### config.mk
export PLATFORM = sky130hd
export DESIGN_NAME = hs3_ctrl
export DESIGN_NICKNAME = d
export VERILOG_FILES = /design/src/sv/hs3_pkg.sv /design/src/sv/hs3_ctrl.sv
export SDC_FILE = /design/constraint.sdc
export NUM_CORES = 1
export LEC_CHECK = 0
export BUFFER_PORTS_ARGS = -buffer_cell sky130_fd_sc_hd__buf_4
export CORE_ASPECT_RATIO = 0.9
export CORE_UTILIZATION = 28
export DETAILED_ROUTE_END_ITERATION = 8
export GPL_ROUTABILITY_DRIVEN = 0
export PLACE_DENSITY_LB_ADDON = 0.08
export SLEW_MARGIN = 5
export SYNTH_ARGS = -nofsm -noshare
export SYNTH_HDL_FRONTEND = slang
export SYNTH_SLANG_ARGS = --single-unit
### constraint.sdc
create_clock -name clk -period 1.2 [get_ports clk]
set_input_delay 0.12 -clock clk [delete_from_list [all_inputs] [get_ports clk]]
set_output_delay 0.12 -clock clk [all_outputs]
set_load 0.02 [all_outputs]
### src/sv/hs3_pkg.sv
// Shared types, constants and helpers for the 3D heat stencil step core.
// Used by hs3_ctrl, hs3_datapath and heat_stencil_3d_step_core.
`timescale 1ns / 1ps
`default_nettype none
package hs3_pkg;

  localparam int MAX_X     = 64;
  localparam int MAX_Y     = 64;
  localparam int MAX_Z     = 64;
  localparam int SIZE_W    = 7;
  localparam int PLANE_W   = $clog2(MAX_X * MAX_Y + 1);
  localparam int CNT_W     = $clog2(MAX_X * MAX_Y * MAX_Z + 1);
  localparam int WIN_DEPTH = 2 * MAX_X * MAX_Y + 1;
  localparam int SLOT_W    = $clog2(WIN_DEPTH);
  localparam int VAL_W     = 32;
  localparam int COEF_W    = 31;
  localparam int SCALE_W   = 32;
  localparam int CELL_W    = 18;
  localparam int ACC_W     = 48;
  localparam int MUL_W     = 33;
  localparam int PROD_W    = 2 * MUL_W;
  localparam int STEP_W    = 5;
  localparam int CFG_IDX_W = 3;

  // register indexes
  localparam logic [CFG_IDX_W-1:0] REG_SIZE_X  = 3'd0;
  localparam logic [CFG_IDX_W-1:0] REG_SIZE_Y  = 3'd1;
  localparam logic [CFG_IDX_W-1:0] REG_SIZE_Z  = 3'd2;
  localparam logic [CFG_IDX_W-1:0] REG_SCALE_X = 3'd3;
  localparam logic [CFG_IDX_W-1:0] REG_SCALE_Y = 3'd4;
  localparam logic [CFG_IDX_W-1:0] REG_SCALE_Z = 3'd5;

  // neighbour read order
  localparam logic [2:0] RD_CTR = 3'd0;
  localparam logic [2:0] RD_XM  = 3'd1;
  localparam logic [2:0] RD_XP  = 3'd2;
  localparam logic [2:0] RD_YM  = 3'd3;
  localparam logic [2:0] RD_YP  = 3'd4;
  localparam logic [2:0] RD_ZM  = 3'd5;
  localparam logic [2:0] RD_ZP  = 3'd6;

  // flux order: odd entries are low faces and are subtracted
  localparam logic [2:0] FL_XP = 3'd0;
  localparam logic [2:0] FL_XM = 3'd1;
  localparam logic [2:0] FL_YP = 3'd2;
  localparam logic [2:0] FL_YM = 3'd3;
  localparam logic [2:0] FL_ZP = 3'd4;
  localparam logic [2:0] FL_ZM = 3'd5;

  // multiply phases of one flux
  localparam logic [1:0] PH_COEF   = 2'd0;
  localparam logic [1:0] PH_HI     = 2'd1;
  localparam logic [1:0] PH_LO     = 2'd2;
  localparam logic [1:0] PH_LO_ACC = 2'd3;

  localparam logic [STEP_W-1:0] READ_LAST = 5'd7;
  localparam logic [STEP_W-1:0] CALC_LAST = 5'd23;

  typedef enum logic [2:0] {
    S_IDLE,
    S_CHECK,
    S_READ,
    S_CALC,
    S_EMIT
  } state_t;

  typedef struct packed {
    logic       take;
    logic       rd_en;
    logic [2:0] rd_sel;
    logic       cap_en;
    logic [2:0] cap_sel;
    logic       acc_init;
    logic       mul_en;
    logic [2:0] flux_sel;
    logic [1:0] phase;
    logic       emit;
  } cmd_t;

  typedef struct packed {
    logic can_emit;
    logic out_busy;
  } sts_t;

  typedef struct packed {
    logic [VAL_W-1:0]  value;
    logic [COEF_W-1:0] fx;
    logic [COEF_W-1:0] fy;
    logic [COEF_W-1:0] fz;
  } win_entry_t;

  function automatic logic [SIZE_W-1:0] clamp_size(input logic [SIZE_W-1:0] r,
                                                   input logic [SIZE_W-1:0] mx);
    logic [SIZE_W-1:0] res;
    res = r;
    if (r == '0) res = SIZE_W'(1);
    else if (r > mx) res = mx;
    return res;
  endfunction

  function automatic logic [SLOT_W-1:0] slot_add(input logic [SLOT_W-1:0] s,
                                                 input logic [SLOT_W-1:0] off);
    logic [SLOT_W:0] t;
    t = {1'b0, s} + {1'b0, off};
    if (t >= (SLOT_W+1)'(WIN_DEPTH)) t = t - (SLOT_W+1)'(WIN_DEPTH);
    return t[SLOT_W-1:0];
  endfunction

  function automatic logic [SLOT_W-1:0] slot_sub(input logic [SLOT_W-1:0] s,
                                                 input logic [SLOT_W-1:0] off);
    logic [SLOT_W:0] t;
    if (s >= off) t = {1'b0, s} - {1'b0, off};
    else t = {1'b0, s} + (SLOT_W+1)'(WIN_DEPTH) - {1'b0, off};
    return t[SLOT_W-1:0];
  endfunction

endpackage
`default_nettype wire

### src/sv/hs3_ctrl.sv
// Controller for the heat stencil core: sequences accept, window reads,
// flux multiplies and result hand-off. Depends on hs3_pkg.
`timescale 1ns / 1ps
`default_nettype none
module hs3_ctrl (
  input  wire logic        clk,
  input  wire logic        rst_n,
  input  wire logic        in_valid,
  output logic             in_ready,
  input  wire hs3_pkg::sts_t sts,
  output hs3_pkg::cmd_t    cmd
);

  hs3_pkg::state_t                   state_r, state_nxt;
  logic [hs3_pkg::STEP_W-1:0]        step_r, step_nxt;

  always_ff @(posedge clk) begin
    if (!rst_n) begin
      state_r <= hs3_pkg::S_IDLE;
      step_r  <= '0;
    end else begin
      state_r <= state_nxt;
      step_r  <= step_nxt;
    end
  end

  always_comb begin
    logic [hs3_pkg::STEP_W-1:0] prev;
    prev      = step_r - hs3_pkg::STEP_W'(1);
    cmd       = '0;
    in_ready  = 1'b0;
    state_nxt = state_r;
    step_nxt  = step_r;
    case (state_r)
      hs3_pkg::S_IDLE: begin
        in_ready = 1'b1;
        if (in_valid) begin
          cmd.take  = 1'b1;
          state_nxt = hs3_pkg::S_CHECK;
        end
      end
      hs3_pkg::S_CHECK: begin
        step_nxt = '0;
        if (sts.can_emit) state_nxt = hs3_pkg::S_READ;
        else state_nxt = hs3_pkg::S_IDLE;
      end
      hs3_pkg::S_READ: begin
        // read data lands in the cycle after the address
        if (step_r != hs3_pkg::READ_LAST) begin
          cmd.rd_en  = 1'b1;
          cmd.rd_sel = step_r[2:0];
        end
        if (step_r != '0) begin
          cmd.cap_en  = 1'b1;
          cmd.cap_sel = prev[2:0];
        end
        step_nxt = step_r + hs3_pkg::STEP_W'(1);
        if (step_r == hs3_pkg::READ_LAST) begin
          step_nxt  = '0;
          state_nxt = hs3_pkg::S_CALC;
        end
      end
      hs3_pkg::S_CALC: begin
        cmd.mul_en   = 1'b1;
        cmd.acc_init = (step_r == '0);
        cmd.flux_sel = step_r[4:2];
        cmd.phase    = step_r[1:0];
        step_nxt     = step_r + hs3_pkg::STEP_W'(1);
        if (step_r == hs3_pkg::CALC_LAST) begin
          step_nxt  = '0;
          state_nxt = hs3_pkg::S_EMIT;
        end
      end
      hs3_pkg::S_EMIT: begin
        if (!sts.out_busy) begin
          cmd.emit  = 1'b1;
          state_nxt = hs3_pkg::S_IDLE;
        end
      end
      default: state_nxt = hs3_pkg::S_IDLE;
    endcase
  end

endmodule
`default_nettype wire

==> impl_metrics.py, run 1 <==
metrics = {
    "final_layout": {
        "nets": 151,
        "finalNonFillerCells": 168,
        "syn2layout_area_growth_pct": 107,
        "drive_gt1_share_pct": 73.0,
        "fill_cells": 192,
        "diodes": 0,
    },
    "grt": {
        "grt_max_degree": 8,
        "grt_pass1_wl_um": 3030,
        "met2_usage_pct": 28.0,
        "use_met1_pct": 21.3,
        "top_usage_layer": "met2",
        "met3_usage_pct": 1.87,
        "track_usage_pct": 16.1,
        "first_global_vias": 706,
        "antenna_found_initial": 0,
        "grt_overflow": 0,
    },
    "clock_tree": {
        "cts_made_buffers": 3,
        "cts_tree": "done",
        "clock_latency_ps": 250,
        "cts_root_buf": "clkbuf_4",
        "clkSinkCount": 8,
        "clock_path_buffers": 2,
        "htree_num_levels": 1,
        "clkSlewWorstSetupHoldPaths_ps": 60,
    },
    "routing": {
        "drc": 0,
        "routedWlPerCell_um": 12.2,
        "dr.pass1.iters": 5,
        "vias_per_cell": 4.88,
        "dr.first_iter.drc_count": 11,
        "drt_wl_total_um": 2050,
        "vias": 820,
        "ant_nets": 0,
    },
    "setup_path": {
        "ff2ff_path_depth": 6,
        "path_class": "flip-flop to output pin",
        "path_max_fanout": 4,
        "crit_start": "step_r[0]",
        "reg2reg_from": "step_r[1]",
        "cp-end-kind": "output pin",
        "reg2reg_setup_slack_ps": -120,
        "critPathLaunchType": "flip-flop",
        "cp.arrival_ps": 1550,
        "required_ps": 1080,
        "reg2reg_to": "state_r[0]",
        "crit_path_end": "cmd[9]",
    },
    "outcome": {
        "status": "finished with violations",
        "violations": "negative setup slack",
    },
    "placed_design": {
        "port_buffers": 22,
        "dp_slack_ps": -245,
        "dp_cells": 155,
        "dpl.hpwl_um": 1460,
    },
    "logic_synthesis": {
        "synthTopCellsByArea": "dfxtp_1, a21boi_0, ha_1",
        "netlist.area_leader.share_pct": 24.1,
        "synth_area_um2": 666,
        "synth_area_leader_cell": "dfxtp_1",
        "synth_warnings": 0,
        "syn_nets": 93,
        "syn_area_per_cell_um2": 7.83,
        "syn_inst": 85,
        "seq_area_frac_synth_pct": 24.1,
        "yosys_register_bits": 8,
        "ys_types": 33,
    },
    "sta": {
        "fin_crit_sh_pct": 140,
        "grt_setup_unrepaired": "yes",
        "worst_slack_ps": -475,
        "hold_violations": 0,
        "fmax_mhz": 597,
        "max-slew-margin-rel_pct": 80.3,
        "tightestPinTransition_ps": 295,
        "period_needed_ps": 1670,
        "setup_viol": 20,
        "finClkSkew_ps": 2.43,
        "finalMaxSlewViolations": 0,
    },
    "die": {
        "die_x_um": 53.4,
        "die_h_um": 48.3,
        "ios": 23,
        "start_util_pct": 30.2,
        "core_area_um2": 2200,
        "fp-row-count": 16,
        "dieArea_um2": 2580,
    },
    "power": {
        "ir_worst_vdd_mv": 0.456,
        "p_leak_nw": 0.621,
        "p_per_area_nw_per_um2": 516,
    },
    "min_path": {
        "hold_depth": 3,
        "hold_class": "input pin to flip-flop",
    },
    "flow_run": {
        "cap_violations": 0,
    },
}
[through the flow]
step                      setup TNS [ps]  power, mW  util [%]  instance area [µm²]  hold WS, ps
after floorplan                     -919      0.374         -                  708          243
after global placement             -2240      0.447      48.2                 1060          353
after detailed placement           -2340      0.446      48.2                 1060          363
after CTS                          -5590      0.704      60.7                 1340          106
after global routing               -6370      0.748      62.6                 1380          131
final                              -5250      0.711      62.6                 1380          110
[cell families after synthesis]
family / synth area share, %
AND/OR/NAND/NOR: 35.2
AO/OA/AOI/OAI: 21.1
buffers and inverters: 9.96
flip-flops: 24.1
adder cells (fa/ha/maj): 5.64
XOR/XNOR: 2.63
multiplexers: 1.50
[final cells by class]
cell class | count | area [µm²] | share of cell area (%)
multi-input cells | 66 | 588 | 42.7
clock buffers | 3 | 22.5 | 1.63
inverters | 5 | 21.3 | 1.54
repair buffers | 59 | 537 | 39.0
flip-flops and latches | 8 | 175 | 12.7
well taps | 27 | 33.8 | 2.45
[cells in the mapped netlist, drive strengths merged]
master and n:
buf 6, a21oi 3, o21ai 6, xor2 2, o211ai 2, nor2 10, nand2b 1, inv 5
mux2i 1, and2b 1, o21a 1, nor3b 2, or4b 1, and3b 1, nor2b 3, dfxtp 8
ha 3, nand3b 2, nand3 4, a21boi 7, nand2 6, and2 6, nor3 1, nand4 1
o31ai 1, o41ai 1
[worst min path at each step]
stage,from,to,slack [ps]
CTS,in_valid,state_r[0],110
floorplan,rst_n,step_r[4],240
detailed placement,in_valid,state_r[0],360
global placement,in_valid,state_r[0],350
global route,sts[1],state_r[1],130
finish,in_valid,state_r[0],110
[routing by layer]
layer	up-vias	part of all wire [%]
met3	2	3.1
met5	-	0
met1	388	48
met2	20	48
li1	410	-
met4	0	0.44
[report_power, final]
group          total [mW]  internal, mW  switching (mW)
logic               0.221         0.125          0.0957
clock network       0.209         0.115          0.0946
registers           0.281         0.269          0.0112
total               0.711         0.509           0.202
[critical path, cell delays in order, from the launching register on]
cell	delay, ps
dfxtp_4	370
inv_4	60
ha_4	110
or4b_4	490
nand2_4	100
nor2_2	40
buf_6	120
[flip-flops by register name (all words and copies together), names as in the netlist]
register	count
step_r	5
state_r	3
[what timing repair did]
action,4_1_cts,5_1_grt
hold buffers,0,0
gates resized for setup,56,11
pin swaps,21,15
endpoints found under the hold margin,0,0
setup endpoints to repair,26,25
setup buffers,9,5
[cell usage in the layout, fill, tap and decap left out, types with 3 or more instances in the layout]
| cell | synthesis | routed |
|---|---|---|
| dfxtp_4 | 0 | 3 |
| nor2_4 | 0 | 5 |
| dfxtp_2 | 0 | 3 |
| clkbuf_4 | 0 | 3 |
| o21ai_1 | 0 | 3 |
| a21boi_1 | 0 | 3 |
| o21ai_0 | 6 | 3 |
| nor2_1 | 10 | 3 |
| buf_6 | 2 | 25 |
| nand3_1 | 4 | 3 |
| ha_4 | 0 | 3 |
| inv_2 | 1 | 3 |
| and2_4 | 0 | 6 |
| nor2b_1 | 3 | 3 |
| nand2_1 | 4 | 3 |
| buf_4 | 2 | 34 |
Power figures use the tool's default switching activity.
==> inputs of run 2 (changes only) <==
- CELL_PAD_IN_SITES_DETAIL_PLACEMENT: not set -> 1
- CELL_PAD_IN_SITES_GLOBAL_PLACEMENT: not set -> 1
==> impl_metrics.py, run 2 (same netlist as run 1, synthesis figures left out) <==
metrics = {
    "grt": {
        "top_usage_layer": "met2",
        "grt_overflow": 0,
        "track_usage_pct": 24.8,
        "met3_usage_pct": 4.05,
        "antenna_found_initial": 0,
        "grt_pass1_wl_um": 4410,
        "grt_max_degree": 8,
        "first_global_vias": 872,
        "use_met1_pct": 30.8,
        "met2_usage_pct": 45.0,
    },
    "routing": {
        "routedWlPerCell_um": 19.3,
        "drc": 0,
        "ant_nets": 0,
        "dr.first_iter.drc_count": 13,
        "drt_wl_total_um": 3290,
        "vias_per_cell": 5.00,
        "vias": 850,
        "dr.pass1.iters": 4,
    },
    "sta": {
        "tightestPinTransition_ps": 347,
        "period_needed_ps": 1700,
        "hold_violations": 0,
        "finClkSkew_ps": 6.64,
        "setup_viol": 26,
        "fmax_mhz": 588,
        "grt_setup_unrepaired": "yes",
        "finalMaxSlewViolations": 0,
        "max-slew-margin-rel_pct": 76.6,
        "fin_crit_sh_pct": 142,
        "tns_ps": -6790,
        "worst_slack_ps": -502,
    },
    "final_layout": {
        "max_flop_register": "step_r",
        "finalNonFillerCells": 170,
        "largest_reg_flops": 5,
        "syn2layout_area_growth_pct": 115,
        "reg_top3": "step_r: 5 flops, state_r: 3 flops",
        "layout_common_cells": "buf_6, buf_4, and2_4",
        "final_util_pct": 65.1,
        "drive_gt1_share_pct": 76.9,
        "fill_cells": 241,
        "diodes": 0,
        "final_common_cell": "buf_6",
        "nets": 153,
    },
    "placed_design": {
        "port_buffers": 22,
        "dpl.hpwl_um": 1780,
        "dp_cells": 151,
    },
    "clock_tree": {
        "clock_path_buffers": 2,
        "cts_made_buffers": 3,
        "clock_latency_ps": 270,
        "clkSlewWorstSetupHoldPaths_ps": 70,
        "clkSinkCount": 8,
        "htree_num_levels": 1,
        "cts_root_buf": "clkbuf_4",
        "cts_tree": "done",
    },
    "setup_path": {
        "critPathLaunchType": "flip-flop",
        "ff2ff_path_depth": 6,
        "path_class": "flip-flop to output pin",
        "reg2reg_setup_slack_ps": -250,
        "cp.arrival_ps": 1580,
        "critical-path-slowest-cell": "or4b_4",
        "critPathMaxStageDelay_ps": 500,
        "path_max_fanout": 3,
        "crit_chain": "inv_4, ha_4, or4b_4, nand2_4, nor2_2, buf_6",
        "required_ps": 1080,
        "cp-end-kind": "output pin",
    },
    "outcome": {
        "status": "finished with violations",
        "violations": "negative setup slack",
    },
    "die": {
        "dieArea_um2": 2580,
        "die_x_um": 53.4,
        "start_util_pct": 30.2,
        "fp-row-count": 16,
        "core_area_um2": 2200,
        "ios": 23,
        "die_h_um": 48.3,
    },
    "power": {
        "switching_share_pct": 31.8,
        "p_leak_nw": 0.641,
        "p_comb_share_pct": 34.4,
        "total_power_mw": 0.785,
        "ir_worst_vdd_mv": 0.776,
        "seqPwrFrac_pct": 35.8,
        "p_switching_mw": 0.250,
        "power.internal_mw": 0.535,
        "clkPwrFrac_pct": 29.7,
        "p_per_area_nw_per_um2": 547,
    },
    "flow_run": {
        "cap_violations": 0,
    },
    "min_path": {
        "hold_depth": 3,
        "hold_class": "input pin to flip-flop",
    },
}
run 2: cell types whose count changed in the layout (fill, tap and decap cells not counted), sizes merged:
| cell | previous run | this run |
|---|---|---|
| buf | 59 | 61 |
run 2: final timing paths:
| path | from | endpoint |
|---|---|---|
| max | step_r[0] | cmd[8] |
| min | in_valid | state_r[0] |
| max reg2reg | state_r[1] | step_r[4] |
| min reg2reg | step_r[2] | step_r[4] |
run 2: metrics by stage:
| stage | hold WS [ps] | worst slack [ps] | cell area, µm² |
|---|---|---|---|
| 2_1_floorplan | 243 | -130 | 708 |
| 3_3_place_gp | 375 | -230 | 1030 |
| 3_5_place_dp | 377 | -260 | 1030 |
| 4_1_cts | 118 | -470 | 1320 |
| 5_1_grt | 129 | -533 | 1430 |
| 6_report | 133 | -502 | 1430 |
run 2: power groups by stage:
stage               Combinational [mW]  Clock (mW)  Sequential, mW
floorplan                       0.0913           0           0.283
global placement                 0.162           0           0.286
detailed placement               0.163           0           0.288
CTS                              0.210       0.216           0.280
global route                     0.284       0.254           0.281
finish                           0.270       0.233           0.281
run 2: timing repair:
item,4_1_cts,5_1_grt
hold endpoints to repair,0,0
buffers inserted,12,10
setup endpoints to repair,25,26
hold buffers,0,0
gates resized for setup,60,24
pin swaps,17,15
run 2: layer usage:
metal  wire length, µm  vias to the layer above
li1                  -                      403
met1              1350                      415
met3                86                        8
met5                 0                        -
met2              1750                       24
met4               102                        0
run 2: cell type report:
cell class / instances / area [µm²] / area share (%)
flip-flops and latches: 8 / 176 / 12.3
multi-input cells: 66 / 602 / 42.0
repair buffers: 61 / 578 / 40.3
clock buffers: 3 / 22.5 / 1.57
inverters: 5 / 21.3 / 1.48
well taps: 27 / 33.8 / 2.36
run 2: critical path: cells and delay by family, from the launching register on:
kind                     cells  cell delay [ps]
AND/OR/NAND/NOR              3              640
flip-flops                   1              360
buffers and inverters        2              180
adder cells (fa/ha/maj)      1              130
==> inputs of run 3 (changes only) <==
--- a/config.mk
+++ b/config.mk
@@ -11,3 +11,3 @@
 export CORE_ASPECT_RATIO = 0.9
-export CORE_UTILIZATION = 28
+export CORE_UTILIZATION = 30
 export DETAILED_ROUTE_END_ITERATION = 8
==> constraint.sdc (replaced) <==
create_clock -name clk -period 1.2 [get_ports clk]
set_input_delay 0.3 -clock clk [delete_from_list [all_inputs] [get_ports clk]]
set_output_delay 0.3 -clock clk [all_outputs]
set_load 0.02 [all_outputs]
==> impl_metrics.py, run 3 (same netlist as run 1, synthesis figures left out) <==
metrics = {
    "sta": {
        "finClkSkew_ps": 7.59,
        "fin_crit_sh_pct": 160,
        "holdWs_ps": 338,
        "fmax_mhz": 520,
        "tightestPinTransition_ps": 325,
        "setup_viol": 25,
        "finalMaxSlewViolations": 0,
        "tns_ps": -10760,
        "period_needed_ps": 1920,
        "hold_violations": 0,
        "grt_setup_unrepaired": "yes",
        "worst_slack_ps": -722,
        "max-slew-margin-rel_pct": 78.3,
    },
    "routing": {
        "met1_length_um": 1590,
        "drc": 0,
        "met2_wirelength_um": 1960,
        "top_layer_used": "met4",
        "dr.pass1.iters": 4,
        "dr.first_iter.drc_count": 26,
        "drt_wl_total_um": 3800,
        "vias": 913,
        "ant_nets": 0,
        "met3WireLength_um": 105,
        "routedWlPerCell_um": 23.2,
        "vias_per_cell": 5.57,
    },
    "setup_path": {
        "cp.arrival_ps": 1620,
        "crit_family": "simple AND/OR/NAND/NOR gates",
        "cp_num_buf_inv": 2,
        "required_ps": 900,
        "path_class": "flip-flop to output pin",
        "critPathMaxStageDelay_ps": 510,
        "cp-end-kind": "output pin",
        "crit_chain": "inv_2, ha_4, or4b_4, nand2_4, nor2_2, buf_6",
        "critPathLaunchType": "flip-flop",
        "critical-path-slowest-cell": "or4b_4",
        "path_max_fanout": 3,
    },
    "final_layout": {
        "largest_reg_flops": 5,
        "syn2layout_area_growth_pct": 111,
        "fin_area_um2": 1400,
        "nets": 149,
        "layout_common_cells": "buf_4, buf_6, and2_4",
        "fill_cells": 198,
        "diodes": 0,
        "reg_top3": "step_r: 5 flops, state_r: 3 flops",
        "drive_gt1_share_pct": 76.3,
        "max_flop_register": "step_r",
        "finalNonFillerCells": 164,
    },
    "grt": {
        "grt_pass1_wl_um": 4930,
        "grt_max_degree": 11,
        "grt_overflow": 0,
        "antenna_found_initial": 0,
        "track_usage_pct": 30.5,
        "first_global_vias": 893,
    },
    "clock_tree": {
        "clkSlewWorstSetupHoldPaths_ps": 60,
        "clock_latency_ps": 260,
        "clock_path_buffers": 2,
        "cts_root_buf": "clkbuf_4",
        "cts_hold_buf": 0,
        "cts_tree": "done",
        "htree_num_levels": 1,
        "cts_made_buffers": 3,
        "clkSinkCount": 8,
    },
    "placed_design": {
        "place_area_um2": 1030,
        "dp_cells": 147,
        "dpl.hpwl_um": 1730,
        "port_buffers": 22,
    },
    "outcome": {
        "status": "finished with violations",
        "violations": "negative setup slack",
    },
    "die": {
        "ios": 23,
        "core_area_um2": 2010,
        "start_util_pct": 33.1,
        "fp-row-count": 15,
        "die_x_um": 51.7,
        "die_h_um": 46.7,
        "dieArea_um2": 2410,
    },
    "power": {
        "p_per_area_nw_per_um2": 533,
        "total_power_mw": 0.748,
        "p_leak_nw": 0.618,
        "ir_worst_vdd_mv": 0.574,
    },
    "min_path": {
        "hold_class": "input pin to flip-flop",
    },
    "flow_run": {
        "cap_violations": 0,
    },
}
==> run 3: cell types whose count changed in the layout (fill, tap and decap cells not counted), sizes merged <==
cell  before  now
buf       61   57
==> run 3: path summary, 6_finish.rpt <==
path,from,endpoint,slack [ps],depth (start not counted)
setup / recovery,step_r[1],cmd[8],-720,6
hold / removal,sts[1],state_r[1],340,3
setup reg to reg,step_r[0],state_r[0],-470,8
hold reg to reg,state_r[1],state_r[1],520,2
==> run 3: through the flow <==
stage,setup WS (ps),utilization [%]
CTS,-698,66.8
global route,-751,69.9
detailed placement,-445,51.2
floorplan,-310,-
global placement,-406,51.2
finish,-722,69.9
==> run 3: metal layers <==
layer,up-vias,GRT usage [%]
met5,-,0
met4,0,9.73
met3,14,4.95
met2,34,54.3
met1,468,37.6
li1,397,-
==> run 3: worst min-delay path: stages <==
cell      delay (ps)
buf_4            110
nand3b_1          80
a21boi_1          60
==> run 3: what timing repair did <==
action                                  4_1_cts  5_1_grt
resized for setup                            62       14
pin swaps                                    23       12
endpoints found under the setup margin       24       26
buffers inserted                             11        8
gates cloned                                  0        0
==> run 3: cell type report <==
type	count	area [µm²]	share of cell area, %
timing repair buffer	57	541	38.5
multi-input combinational	66	617	43.9
sequential	8	171	12.2
clock buffer	3	22.5	1.60
inverter	5	21.3	1.52
tap	25	31.3	2.23
==> run 3: power by group <==
part           switching (mW)  internal [mW]
combinational           0.127          0.128
sequential            0.00903          0.270
clock                  0.0993          0.115
